[src/design/tas_pkg.sv]
// Shared types, codes and helpers for the tridiagonal apply and solve block.
// No dependencies; used by tas_div, tas_mul and tridiagonal_apply_and_solve.
package tas_pkg;

  localparam int DEF_MAX_ROWS  = 32;
  localparam int DEF_FRAC_BITS = 16;

  // configuration register indexes
  localparam int CFG_IDX_W = 3;
  localparam logic [CFG_IDX_W-1:0] CFG_LOWER_BC_TYPE  = 3'd0;
  localparam logic [CFG_IDX_W-1:0] CFG_LOWER_BC_VALUE = 3'd1;
  localparam logic [CFG_IDX_W-1:0] CFG_UPPER_BC_TYPE  = 3'd2;
  localparam logic [CFG_IDX_W-1:0] CFG_UPPER_BC_VALUE = 3'd3;
  localparam logic [CFG_IDX_W-1:0] CFG_VECTOR_LENGTH  = 3'd4;

  // boundary rule codes (codes zero and three act as none)
  localparam logic [1:0] BC_NEUMANN   = 2'd1;
  localparam logic [1:0] BC_DIRICHLET = 2'd2;

  // request codes
  localparam logic [1:0] REQ_LOAD  = 2'd0;
  localparam logic [1:0] REQ_APPLY = 2'd1;
  localparam logic [1:0] REQ_SOLVE = 2'd2;

  localparam logic signed [63:0] S32_MAX64 = 64'sd2147483647;
  localparam logic signed [63:0] S32_MIN64 = -64'sd2147483648;

  typedef struct packed {
    logic               start;
    logic signed [31:0] num;
    logic signed [31:0] den;
  } div_req_t;

  typedef struct packed {
    logic               done;
    logic signed [31:0] quo;
  } div_rsp_t;

  // clamp a wide signed value to the signed 32-bit range
  function automatic logic signed [31:0] sat32(input logic signed [63:0] v);
    logic signed [31:0] r;
    if (v > S32_MAX64) begin
      r = 32'sh7FFF_FFFF;
    end else if (v < S32_MIN64) begin
      r = 32'sh8000_0000;
    end else begin
      r = v[31:0];
    end
    return r;
  endfunction

endpackage

[src/design/tas_mul.sv]
// Registered fixed point multiplier: full product shifted right with floor rounding.
// Depends on tas_pkg for the default fraction width.
module tas_mul #(
  parameter int FRAC_BITS = tas_pkg::DEF_FRAC_BITS
) (
  input  logic               clk,
  input  logic signed [31:0] a,
  input  logic signed [31:0] b,
  output logic signed [63:0] p
);

  logic signed [63:0] prod;

  // exact product, arithmetic shift rounds toward minus infinity
  assign prod = a * b;

  always_ff @(posedge clk) begin
    p <= prod >>> FRAC_BITS;
  end

endmodule

[config.mk]
export PLATFORM = sky130hd
export DESIGN_NAME = tas_mul
export DESIGN_NICKNAME = d
export VERILOG_FILES = /design/src/design/tas_pkg.sv /design/src/design/tas_mul.sv
export SDC_FILE = /design/constraint.sdc
export NUM_CORES = 2
export LEC_CHECK = 0
export BUFFER_PORTS_ARGS = -buffer_cell sky130_fd_sc_hd__buf_2
export CORE_UTILIZATION = 40
export CTS_CLUSTER_SIZE = 24
export DETAILED_ROUTE_END_ITERATION = 8
export REMOVE_ABC_BUFFERS = 1
export SLEW_MARGIN = 10
export SYNTH_ARGS = -nofsm -noshare
export SYNTH_HDL_FRONTEND = slang
export SYNTH_SLANG_ARGS = --single-unit
[constraint.sdc]
create_clock -name clk -period 14.3 [get_ports clk]
set_input_delay 2.145 -clock clk [delete_from_list [all_inputs] [get_ports clk]]
set_output_delay 2.145 -clock clk [all_outputs]
set_load 0.02 [all_outputs]
---- Word level (Yosys, flattened, before mapping) ----
Cells that the tools add are included.
W data, S select, Z words.
word-level totals
  output and inout port bits .............. 64
  register bits after elaboration ......... 48
  word-level logic and storage cells ...... 2
cells by class
  $mul .................................... 1
operator list
  operator          number
  $mul A32 B32 Y64  1

---- Depth between registers and ports, before layout ----
  depth after elaboration ................. 1
  mapped depth ............................ 27

---- Worst setup path after synthesis ----
Ideal clock, no wire load.
  kind .................................... in2reg
  from .................................... in a[31]
  to ...................................... reg p[47] (netlist name)
  cell stages on the path ................. 27
  setup time .............................. 0.121 ns
  path slack .............................. 4.932 ns
  arrival ................................. 9.247 ns
  cell sequence ........................... clkbuf_1 -> nand2_1 -> inv_1 -> fa_1 -> inv_1 -> fa_1 -> inv_1 -> fa_1 -> fa_1 -> inv_1 -> fa_1 -> inv_1 -> fa_1 -> inv_1 -> fa_1 -> inv_1 -> fa_1 -> ha_1 -> a21oi_1 -> o211a_1 -> o31ai_1 -> a221oi_1 -> a21oi_1 -> o21ai_0 -> o21ai_1 -> o41a_1 -> xnor2_1
between the ends
  cells in the longest elaborated chain, start to end .. 1
RTL lines
  item                line           RTL
  start: declaration  tas_mul.sv:7   input logic signed [31:0] a,
  $mul A32 B32 Y64    tas_mul.sv:15  assign prod = a * b;
  via prod[63]        tas_mul.sv:12  logic signed [63:0] prod;
The timed path passes the listed nets, and every way through them passes these cells.

---- Worst setup path after layout ----
  from .................................... in a[31]
  to ...................................... reg p[47] (netlist name)
between the ends
  cells in the longest elaborated chain, start to end .. 1
RTL lines
  item              line
  $mul A32 B32 Y64  tas_mul.sv:15
  via prod[63]      tas_mul.sv:12
The timed path passes the listed nets, and every way through them passes these cells.

==> results.sh <==
export IMPL_grt_usage=0.2292
export IMPL_wl_um=99600
export IMPL_cts_clk_slew_worst_paths_ns=0.07
export IMPL_synth_avg_cell_area_um2=9.547
export IMPL_yosysSeqAreaShare=0.02624
export IMPL_timing_final_crit_period_ns=10.30
export IMPL_overflow=0
export IMPL_grt_pass1_wl_um=162000
export IMPL_crit_type="primary input to flop"
export IMPL_final_antenna_net_count=0
export IMPL_hp_class="flop to output pin"
export IMPL_ys_warnings_count=0
export IMPL_drcViolationCount=0
export IMPL_netlist_instances=3836
export IMPL_grt_max_degree=33
export IMPL_vias=25000
export IMPL_fp_coreArea_um2=90290
export IMPL_dp_hpwl_um=76080
export IMPL_setup_ws_ns=4.002
export IMPL_vias_per_cell=5.056
export IMPL_dp_cells=4935
export IMPL_cp_common_cell="fa_1"
export IMPL_rows=110
export IMPL_synthFlopType="dfxtp_1"
export IMPL_numPortBuffers=128
export IMPL_synth_top_cell_area_share=0.5909
export IMPL_largest_reg_flops=48
export IMPL_grt_pass1_vias=27680
export IMPL_die_area_um2=92780
export IMPL_num_io_pins=129
export IMPL_crit_fanout=32
export IMPL_final_cells=4944
export IMPL_crit_family="adder cells"
export IMPL_wl_per_cell_um=20.15
export IMPL_reg_top3="p x48"
export IMPL_worst_pin_slew_ns=1.039
export IMPL_synth_seq_cells=48
export IMPL_crit_cells=27
export IMPL_timing_final_crit_share=0.7202
export IMPL_min_to="p[9]"
export IMPL_drt_pass1_iter_count=5
export IMPL_synthArstFlopShare=0
export IMPL_cp_arrival_ns=10.53
export IMPL_post_place_ws_ns=3.611
export IMPL_nNetsFinal=5092
export IMPL_yosys_area_top_type="fa_1"
export IMPL_clock_path_buffers=2
export IMPL_timing_slew_headroom=0.3030
export IMPL_synth_top_cells_by_area="fa_1, inv_1, and2_1"
export IMPL_cts_resized_gates=0
export IMPL_top_register="p"
export IMPL_synthToLayoutAreaGrowth_pct=4.041
export IMPL_critPathLaunchType="primary input"
export IMPL_status="complete, no violations"
export IMPL_holdBufCountCts=0
export IMPL_postCtsSetupBuffers=0
export IMPL_fp_dieW_um=304.6
export IMPL_synth_edf_count=0
export IMPL_slowest_delay_ns=0.87
export IMPL_rsz0062_at_grt="false"
export IMPL_yosysUniqueCellTypes=55
export IMPL_antenna_found_initial=5
export IMPL_synthTopCellsByCount="fa_1, inv_1, nand2_1, and2_1, clkbuf_1"
export IMPL_crit_path_end_kind="flop"
export IMPL_fin_setup_tns_ns=0
export IMPL_gp_congestion=0.8590
export IMPL_drive_gt1_frac=0.04222
export IMPL_cts_tree="done"
export IMPL_drv_slew=0
export IMPL_yosysMostFrequentCell="fa_1"
export IMPL_syn_area_um2=36620
export IMPL_maxCapViolations=0
export IMPL_htreeDepth=2
export IMPL_drt_iter0_drc=1427
export IMPL_min_from="p[9]"
export IMPL_finalHoldViolations=0
export IMPL_die_y_um=304.6
export IMPL_required_ns=14.53
export IMPL_cts_sinks=48
export IMPL_fmax_mhz=97.10
export IMPL_clock_root_buffer="clkbuf_16"
export IMPL_cpMaxStageDelayCell="fa_1"
export IMPL_cts_buffers=5
export IMPL_setup_violations=0
export IMPL_hold_depth=1
export IMPL_path_buf_inv=8
export IMPL_initial_core_util=0.4056
[how the worst max path moves through the flow]
stage | slack [ns] | end | from
6_report | 4.00 | p[47] | a[31]
3_3_place_gp | 3.72 | p[47] | a[31]
4_1_cts | 3.96 | p[47] | a[31]
5_1_grt | 3.36 | p[47] | a[31]
2_1_floorplan | 5.17 | p[47] | b[2]
3_5_place_dp | 3.61 | p[47] | a[31]
[kinds of logic (layout without fill, tap and decap cells)]
kind of cell	Yosys count	count (layout)	share of synthesized area
other cells	0	2	0
compound gates	153	153	0.02815
fa+ha+maj	1261	1261	0.6524
xor+xnor	63	63	0.01507
simple gates	1140	1140	0.1565
buf+inv	1171	1101	0.1217
flops	48	48	0.02624
[stage by stage]
stage                       util  area, um2  hold WS, ns
after global placement    0.4205      37970        2.560
after global routing      0.4220      38100        2.944
after detailed placement  0.4205      37970        2.560
after floorplan                -      35730        2.484
after CTS                 0.4220      38100        2.931
final                     0.4220      38100        2.917
[routing by layer]
| layer | vias up | routed length [um] | track usage | share of wire |
|---|---|---|---|---|
| met3 | 105 | 5972 | 0.02872 | 0.060 |
| met2 | 756 | 50590 | 0.3972 | 0.51 |
| met5 | - | 0 | 0 | 0 |
| met1 | 13440 | 41330 | 0.3085 | 0.41 |
| met4 | 0 | 1700 | 0.04557 | 0.017 |
| li1 | 10700 | - | - | - |
[cell usage in the layout (no fill, tap or decap), drive strengths merged, types with 8 or more instances in the layout]
cell       n
a21o      21
a21oi     48
and2     513
buf      144
dfxtp     48
fa      1081
ha       180
inv      950
nand2    513
nand2b    12
nand3     12
nand4     14
nor2      46
o21ai     30
o21bai     8
xnor2     40
xor2      23
[final cells by class]
class | instances | area [um2]
Sequential cell | 48 | 960.9
Timing Repair Buffer | 144 | 760.7
Tap cell | 1176 | 1471
Clock inverter | 1 | 5.005
Clock buffer | 6 | 128.9
Fill cell | 8925 | 52180
Antenna cell | 2 | 5.005
Inverter | 950 | 3566
Multi-Input combinational cell | 2617 | 31210
Power is left out: the tool's default activity adds up to more than one toggle a clock period on the data nets, which glitch-free logic cannot reach.
