===== src/design/tas_pkg.sv =====
// Shared types, codes and helpers for the tridiagonal apply and solve block.
// No dependencies; used by tas_div, tas_mul and tridiagonal_apply_and_solve.
package tas_pkg;

  localparam int DEF_MAX_ROWS  = 32;
  localparam int DEF_FRAC_BITS = 16;

  // configuration register indexes
  localparam int CFG_IDX_W = 3;
  localparam logic [CFG_IDX_W-1:0] CFG_LOWER_BC_TYPE  = 3'd0;
  localparam logic [CFG_IDX_W-1:0] CFG_LOWER_BC_VALUE = 3'd1;
  localparam logic [CFG_IDX_W-1:0] CFG_UPPER_BC_TYPE  = 3'd2;
  localparam logic [CFG_IDX_W-1:0] CFG_UPPER_BC_VALUE = 3'd3;
  localparam logic [CFG_IDX_W-1:0] CFG_VECTOR_LENGTH  = 3'd4;

  // boundary rule codes (codes zero and three act as none)
  localparam logic [1:0] BC_NEUMANN   = 2'd1;
  localparam logic [1:0] BC_DIRICHLET = 2'd2;

  // request codes
  localparam logic [1:0] REQ_LOAD  = 2'd0;
  localparam logic [1:0] REQ_APPLY = 2'd1;
  localparam logic [1:0] REQ_SOLVE = 2'd2;

  localparam logic signed [63:0] S32_MAX64 = 64'sd2147483647;
  localparam logic signed [63:0] S32_MIN64 = -64'sd2147483648;

  typedef struct packed {
    logic               start;
    logic signed [31:0] num;
    logic signed [31:0] den;
  } div_req_t;

  typedef struct packed {
    logic               done;
    logic signed [31:0] quo;
  } div_rsp_t;

  // clamp a wide signed value to the signed 32-bit range
  function automatic logic signed [31:0] sat32(input logic signed [63:0] v);
    logic signed [31:0] r;
    if (v > S32_MAX64) begin
      r = 32'sh7FFF_FFFF;
    end else if (v < S32_MIN64) begin
      r = 32'sh8000_0000;
    end else begin
      r = v[31:0];
    end
    return r;
  endfunction

endpackage


===== src/design/tas_div.sv =====
// Iterative fixed point divider, one quotient bit per cycle, truncating and saturating.
// Depends on tas_pkg for the request and response structs.
module tas_div #(
  parameter int FRAC_BITS = tas_pkg::DEF_FRAC_BITS
) (
  input  logic              clk,
  input  logic              rst,
  input  tas_pkg::div_req_t req,
  output tas_pkg::div_rsp_t rsp
);

  localparam int NW    = 32 + FRAC_BITS;
  localparam int CNT_W = $clog2(NW + 1);
  localparam logic [NW-1:0] MAG_MAX = NW'(32'h7FFF_FFFF);
  localparam logic [NW-1:0] MAG_MIN = NW'(32'h8000_0000);

  logic             active;
  logic             done_r;
  logic [CNT_W-1:0] cnt;
  logic [NW-1:0]    qr;
  logic [NW-1:0]    neg_mag;
  logic [31:0]      rem;
  logic [31:0]      dv;
  logic             neg;
  logic [32:0]      rem_s;
  logic [32:0]      rem_d;
  logic             fits;
  logic [31:0]      num_mag;
  logic [31:0]      den_mag;
  logic signed [31:0] quo_r;
  logic signed [31:0] quo_sat;

  assign num_mag = req.num[31] ? (~req.num + 32'd1) : req.num;
  assign den_mag = req.den[31] ? (~req.den + 32'd1) : req.den;

  // restoring step
  assign rem_s = {rem, qr[NW-1]};
  assign rem_d = rem_s - {1'b0, dv};
  assign fits  = (rem_s >= {1'b0, dv});

  // sign and saturate the magnitude
  assign neg_mag = ~qr + NW'(1);
  always_comb begin
    if (neg) begin
      quo_sat = (qr > MAG_MIN) ? 32'sh8000_0000 : neg_mag[31:0];
    end else begin
      quo_sat = (qr > MAG_MAX) ? 32'sh7FFF_FFFF : qr[31:0];
    end
  end

  // control
  always_ff @(posedge clk) begin
    if (rst) begin
      active <= 1'b0;
      done_r <= 1'b0;
      cnt    <= '0;
    end else begin
      done_r <= 1'b0;
      if (req.start) begin
        active <= 1'b1;
        cnt    <= CNT_W'(NW);
      end else if (active) begin
        if (cnt == '0) begin
          active <= 1'b0;
          done_r <= 1'b1;
        end else begin
          cnt <= cnt - CNT_W'(1);
        end
      end
    end
  end

  // datapath
  always_ff @(posedge clk) begin
    if (req.start) begin
      qr  <= {num_mag, FRAC_BITS'(0)};
      rem <= '0;
      dv  <= den_mag;
      neg <= req.num[31] ^ req.den[31];
    end else if (active && cnt != '0) begin
      qr  <= {qr[NW-2:0], fits};
      rem <= fits ? rem_d[31:0] : rem_s[31:0];
    end else if (active) begin
      quo_r <= quo_sat;
    end
  end

  always_comb begin
    rsp.done = done_r;
    rsp.quo  = quo_r;
  end

endmodule


===== config.mk =====
export PLATFORM = sky130hd
export DESIGN_NAME = tas_div
export DESIGN_NICKNAME = d
export VERILOG_FILES = /design/src/design/tas_pkg.sv /design/src/design/tas_div.sv
export SDC_FILE = /design/constraint.sdc
export NUM_CORES = 1
export LEC_CHECK = 0
export BUFFER_PORTS_ARGS = -buffer_cell sky130_fd_sc_hd__buf_4
export CAP_MARGIN = 20
export CORE_ASPECT_RATIO = 0.6
export CORE_MARGIN = 4
export CORE_UTILIZATION = 55
export DETAILED_ROUTE_END_ITERATION = 10
export PLACE_DENSITY_LB_ADDON = 0.12
export SLEW_MARGIN = 10
export SYNTH_ARGS = -nofsm -noshare
export SYNTH_HDL_FRONTEND = slang
export SYNTH_SLANG_ARGS = --single-unit

===== constraint.sdc =====
create_clock -name clk -period 5.55 [get_ports clk]
set_clock_uncertainty 0.2 [all_clocks]
set_input_delay 0.2775 -clock clk [delete_from_list [all_inputs] [get_ports clk]]
set_output_delay 0.2775 -clock clk [all_outputs]
set_load 0.01 [all_outputs]

# After elaboration in Yosys (flattened, before gate mapping)
# Cells that the tools add are included.
[word_totals]
word_cells = 53
register_bits = 153
input_bits = 67
[classes]
add_sub_neg = 5
order_cmp = 3
bitwise = 8
mux = 15
n_reduce_logical = 10
n_eq_ne = 1
[op_table]
columns = ["operator", "n"]
rows = [
  ["$mux 32", 5],
  ["$add 32x1->32 const B", 3],
  ["$mux 48", 2],
  ["$not 32->32", 3],
  ["$gt 48x31->1 const B", 1],
  ["$gt 48x32->1 const B", 1],
  ["$ge 33x32->1", 1],
  ["$sub 32x32->32", 1],
  ["$mux 31", 1],
  ["$mux 6", 3],
  ["$logic_not 6->1", 1],
  ["$reduce_bool 6->1", 1],
  ["$sub 6x1->6 const B", 1],
  ["$mux 1", 4],
  ["$not 1->1", 4],
  ["$reduce_and 2->1", 2],
  ["$reduce_bool 2->1", 2],
  ["$reduce_and 3->1", 1],
  ["$reduce_or 3->1", 1],
  ["$ne 2x2->1 const B", 1],
  ["$reduce_or 2->1", 1],
  ["$logic_and 1x1->1", 1],
  ["$xor 1x1->1", 1],
]

# Logic depth before layout (Yosys ltp)
[depth]
word_depth = 4
ltp_mapped = 13
mapped_depth_nobuf = 11

# Worst setup path before layout
# No wires, ideal clock.
[synth_path]
path_type = "register to register"
from = "reg cnt[3]"
to = "reg quo_r[0], enable pin"
path_stages_with_launch = 4
n_path_buf = 0
path_slack_ns = 1.780
t_arrival_ns = 3.100
setup_time_ns = 0.469
synth_period_minus_slack_ns = 3.770
cell_sequence = "dfxtp_1 > nor3_1 > nand3b_1 > nor3b_1"
[synth_between]
elab_chain_cells = 4
[synth_lines]
columns = ["item", "line", "source"]
rows = [
  ["start, declared", "tas_div.sv:19", "logic [CNT_W-1:0] cnt;"],
  ["start signal, assigned", "tas_div.sv:61", "cnt <= CNT_W'(NW);"],
  ["start signal, assigned", "tas_div.sv:67", "cnt <= cnt - CNT_W'(1);"],
  ["$reduce_bool 6->1", "tas_div.sv:80", "end else if (active && cnt != '0) begin"],
  ["$logic_and 1x1->1", "tas_div.sv:80", ""],
  ["$not 1->1 (no line)", "-", ""],
  ["$reduce_and 3->1 (no line)", "-", ""],
  ["end signal, assigned", "tas_div.sv:84", "quo_r <= quo_sat;"],
  ["end, declared", "tas_div.sv:30", "logic signed [31:0] quo_r;"],
]
# No other way between the ends.
# A chain may end at the register's enable or synchronous reset.

# Worst setup path in the final report
[layout_path]
from = "reg dv[3]"
to = "reg rem[2]"
[layout_between]
elab_chain_cells = 2
[layout_lines]
columns = ["item", "line", "source"]
rows = [
  ["start, declared", "tas_div.sv:23", "logic [31:0] dv;"],
  ["start signal, assigned", "tas_div.sv:78", "dv <= den_mag;"],
  ["$ge 33x32->1", "tas_div.sv:39", "assign fits = (rem_s >= {1'b0, dv});"],
  ["$mux 32", "tas_div.sv:82", "rem <= fits ? rem_d[31:0] : rem_s[31:0];"],
  ["end signal, assigned", "tas_div.sv:82", ""],
  ["end, declared", "tas_div.sv:22", "logic [31:0] rem;"],
]
# No other way between the ends.

==> results.md <==
- Outcome: completed
- DR iter-0 viols: 1054
- Comb pwr share: 0.218
- Minimum clock period: 4.12 ns
- Vias/cell: 6.01
- Max Fclk: 0.243 GHz
- Root Buffer: clkbuf_16
- Post-route clock period utilization: 0.742
- Least-Margin Pin Slew: 0.941 ns
- Nets: 1342
- Switching part of the total power: 0.307
- CP Cell Sequence: inv_1 > ha_1 > o211ai_1 > a21oi_1 > o21ai_0 > a311o_1 > o41ai_1 > o21a_1 > buf_4 > nand3_1 > a311oi_1
- Drt total wl: 26000 um
- Antenna viol nets, final: 0
- Power Density: 278 nW/um^2
- Clk_lat worst skew: 0.44 ns
- Final global-route overflow total: 0
- RSZ-0062 raised after global routing: no
- Mapped Area: 9890 sq um
- Setup TNS: 0 ns
- Final Hold Slack: 0.0136 ns
- Worst setup EP type: register
- IO Port Bufs: 99
- Cell variety after synth: 66
- Clock slew at reported path FFs: 0.07 ns
- Psw: 0.989 mW
- Predominant post-synthesis flop cell: edfxtp_1
- Top cell type's share of synthesized area: 0.295
- Overall Power: 3.22 mW
- Post-Syn Nets: 1253
- DRT Pass-1 Iters: 7
- Clk sinks: 153
- CP Data Arrival Time: 4.25 ns
- Syn_area_per_cell: 8.61 sq um
- Slowest Stage Delay on Critical Path: 0.78 ns
- VDD IR max: 226 uV
- Max_cap viols: 0
- Final-report hold violation count: 0
- FFs w/ async S/R, synth: 0
- Yosys Warn Count: 0
- Post-synth EDFFs: 97
- Ports: 100
- Flop pwr share: 0.430
- Cell-internal power: 2.23 mW
- Placed Cells: 1424
- Crit-path slowest cell: o41ai_1
- Seq/Total Area, Yosys: 0.408
- Die Y: 112 um
- Crit path kind: register to register
- Leakage dissipation: 4.43 nW
- Clock tree buffer depth: 2
- First-pass GRT wire length: 41800 um
- Initial antenna violation count: 0
- Final HPWL DP: 18500 um
- TritonCTS Buffers: 17
- Min-delay worst type: input pin to register
- Area delta synth->final: 17.2%
- Htree depth: 4
- RePlAce Congestion: 0.938
- Final setup viols: 0
- Slew HR: 0.365
- All-layer global routing usage: 0.253
- Die area: 20300 sq um
- Post-synth top area cell: edfxtp_1
- Routed vias: 8916
- Core Area: 17400 sq um
- CTS tree: done
- Die Width: 181 um
- Initial Util: 0.570
- Clock power frac: 0.352
- Antenna Cells: 0
- Top cells by area, synth: edfxtp_1, dfxtp_1, nand2_1
- DRC violations left: 0
- Largest fanout on the critical path: 21
- Cells after Synth: 1148
- Number of synthesized register bits: 153
- Slew Limit Fails: 0
- CP Launch Type: register
- Wire per inst: 17.5 um
- Largest net degree at the start of global routing: 76
- Postcts setup bufs: 0
- Worst Path Required: 5.68 ns
- Layout Cells excl Fill: 1484
- Layout cells sized above 1: 0.130
- FP Rows: 37
- Number of global-route vias before repair: 7772
## logic make-up after synthesis
| family | count (synthesis) | share of synthesized area |
|---|---|---|
| mux | 11 | 0.0111 |
| compound gates | 310 | 0.205 |
| simple gates | 420 | 0.199 |
| flops | 153 | 0.408 |
| buf+inv | 127 | 0.0492 |
| xor+xnor | 89 | 0.0788 |
| fa+ha+maj | 38 | 0.0488 |
## path summary, 6_finish.rpt
check                                           from                    to  slack (ns)  cells past startpoint
worst max-delay path                 dv[3]$_DFFE_PP_   rem[2]$_SDFFE_PP0P_        1.43                     11
worst min-delay path                          req[3]       dv[3]$_DFFE_PP_        0.01                      2
worst max register to register       dv[3]$_DFFE_PP_   rem[2]$_SDFFE_PP0P_        1.43                     11
worst min register to register  rem[26]$_SDFFE_PP0P_  rem[26]$_SDFFE_PP0P_        0.29                      2
## cell type report
cell class / instances / area, sq um
sequential: 153 / 4030
tap: 234 / 293
timing repair buffer: 136 / 1090
fill: 1415 / 5780
clock buffer: 18 / 429
inverter: 61 / 229
clock inverter: 14 / 138
multi-input combinational: 868 / 5370
## worst max-delay path: cells and delay by family, from the launching register on
kind                       cells  cell delay, ns
buffers and inverters          2            0.42
DFF                            1            0.32
and+or+nand+nor                1            0.11
AOI/OAI and AO/OA              7            2.60
adders and majority gates      1            0.37
## cells in the final DEF, fill, tap and decap left out, drive strengths merged, types with 5 or more instances in the layout
cell,count
o311ai,10
dfxtp,56
nand4,17
nand2b,13
nand3,8
edfxtp,97
o21a,6
a21oi,85
clkbuf,18
xnor2,74
a21o,16
a311oi,21
nor4,13
inv,67
o21ai,81
nor2,86
nand2,199
buf,109
or3,12
ha,37
nor3,24
a22o,8
o41ai,14
o31ai,24
nand3b,9
a31oi,12
mux2i,11
dlygate4sd3,27
nor2b,5
xor2,15
or4,19
a211oi,6
## synth_stat cells, drive strengths merged, types with 2 or more instances
library cell and n:
nand2 199, edfxtp 97, nor2 86, a21oi 85
o21ai 81, xnor2 74, inv 61, clkbuf 58
dfxtp 56, ha 37, nor3 24, o31ai 24
a311oi 21, or4 19, nand4 17, a21o 16
xor2 15, o41ai 14, nand2b 13, nor4 13
a31oi 12, or3 12, mux2i 11, o311ai 10
nand3b 9, a22o 8, buf 8, nand3 8
a211oi 6, o21a 6, nor2b 5, a31o 4
and2 3, o211ai 3, o31a 3, or2 3
a2111oi 2, and3 2, nor3b 2, nor4b 2
o2111ai 2, o211a 2
## per-layer routing
| metal | global-route usage | vias to the layer above | part of all wire |
|---|---|---|---|
| met1 | 0.414 | 4083 | 0.50 |
| met2 | 0.318 | 453 | 0.37 |
| met4 | 0.0600 | 0 | 0.012 |
| li1 | - | 4349 | - |
| met3 | 0.0764 | 31 | 0.11 |
| met5 | 0 | - | 0 |
## metrics by stage
| stage | setup slack (ns) | util | area (sq um) |
|---|---|---|---|
| floorplan | 1.78 | - | 9890 |
| global placement | 1.70 | 0.619 | 10700 |
| detailed placement | 1.53 | 0.619 | 10700 |
| CTS | 1.50 | 0.667 | 11600 |
| global route | 1.22 | 0.667 | 11600 |
| finish | 1.43 | 0.667 | 11600 |
## power groups by stage
stage | clock (mW) | sequential (mW) | combinational, mW
floorplan | 0 | 1.38 | 0.476
global placement | 0 | 1.40 | 0.662
detailed placement | 0 | 1.40 | 0.670
CTS | 1.15 | 1.38 | 0.689
global route | 1.20 | 1.39 | 0.778
finish | 1.13 | 1.38 | 0.702
## state kept, by name, indices dropped and copies added (netlist names)
signal / count
dv: 32
cnt: 6
rem: 32
done_r: 1
neg: 1
active: 1
quo_r: 32
qr: 48
## timing repair
item | in CTS | in global routing
endpoints found under the setup margin | 0 | 0
hold buffers | 27 | 0
resized for setup | 0 | 0
hold endpoints to repair | 35 | 0
No activity file was read; power rests on OpenSTA's default activity.
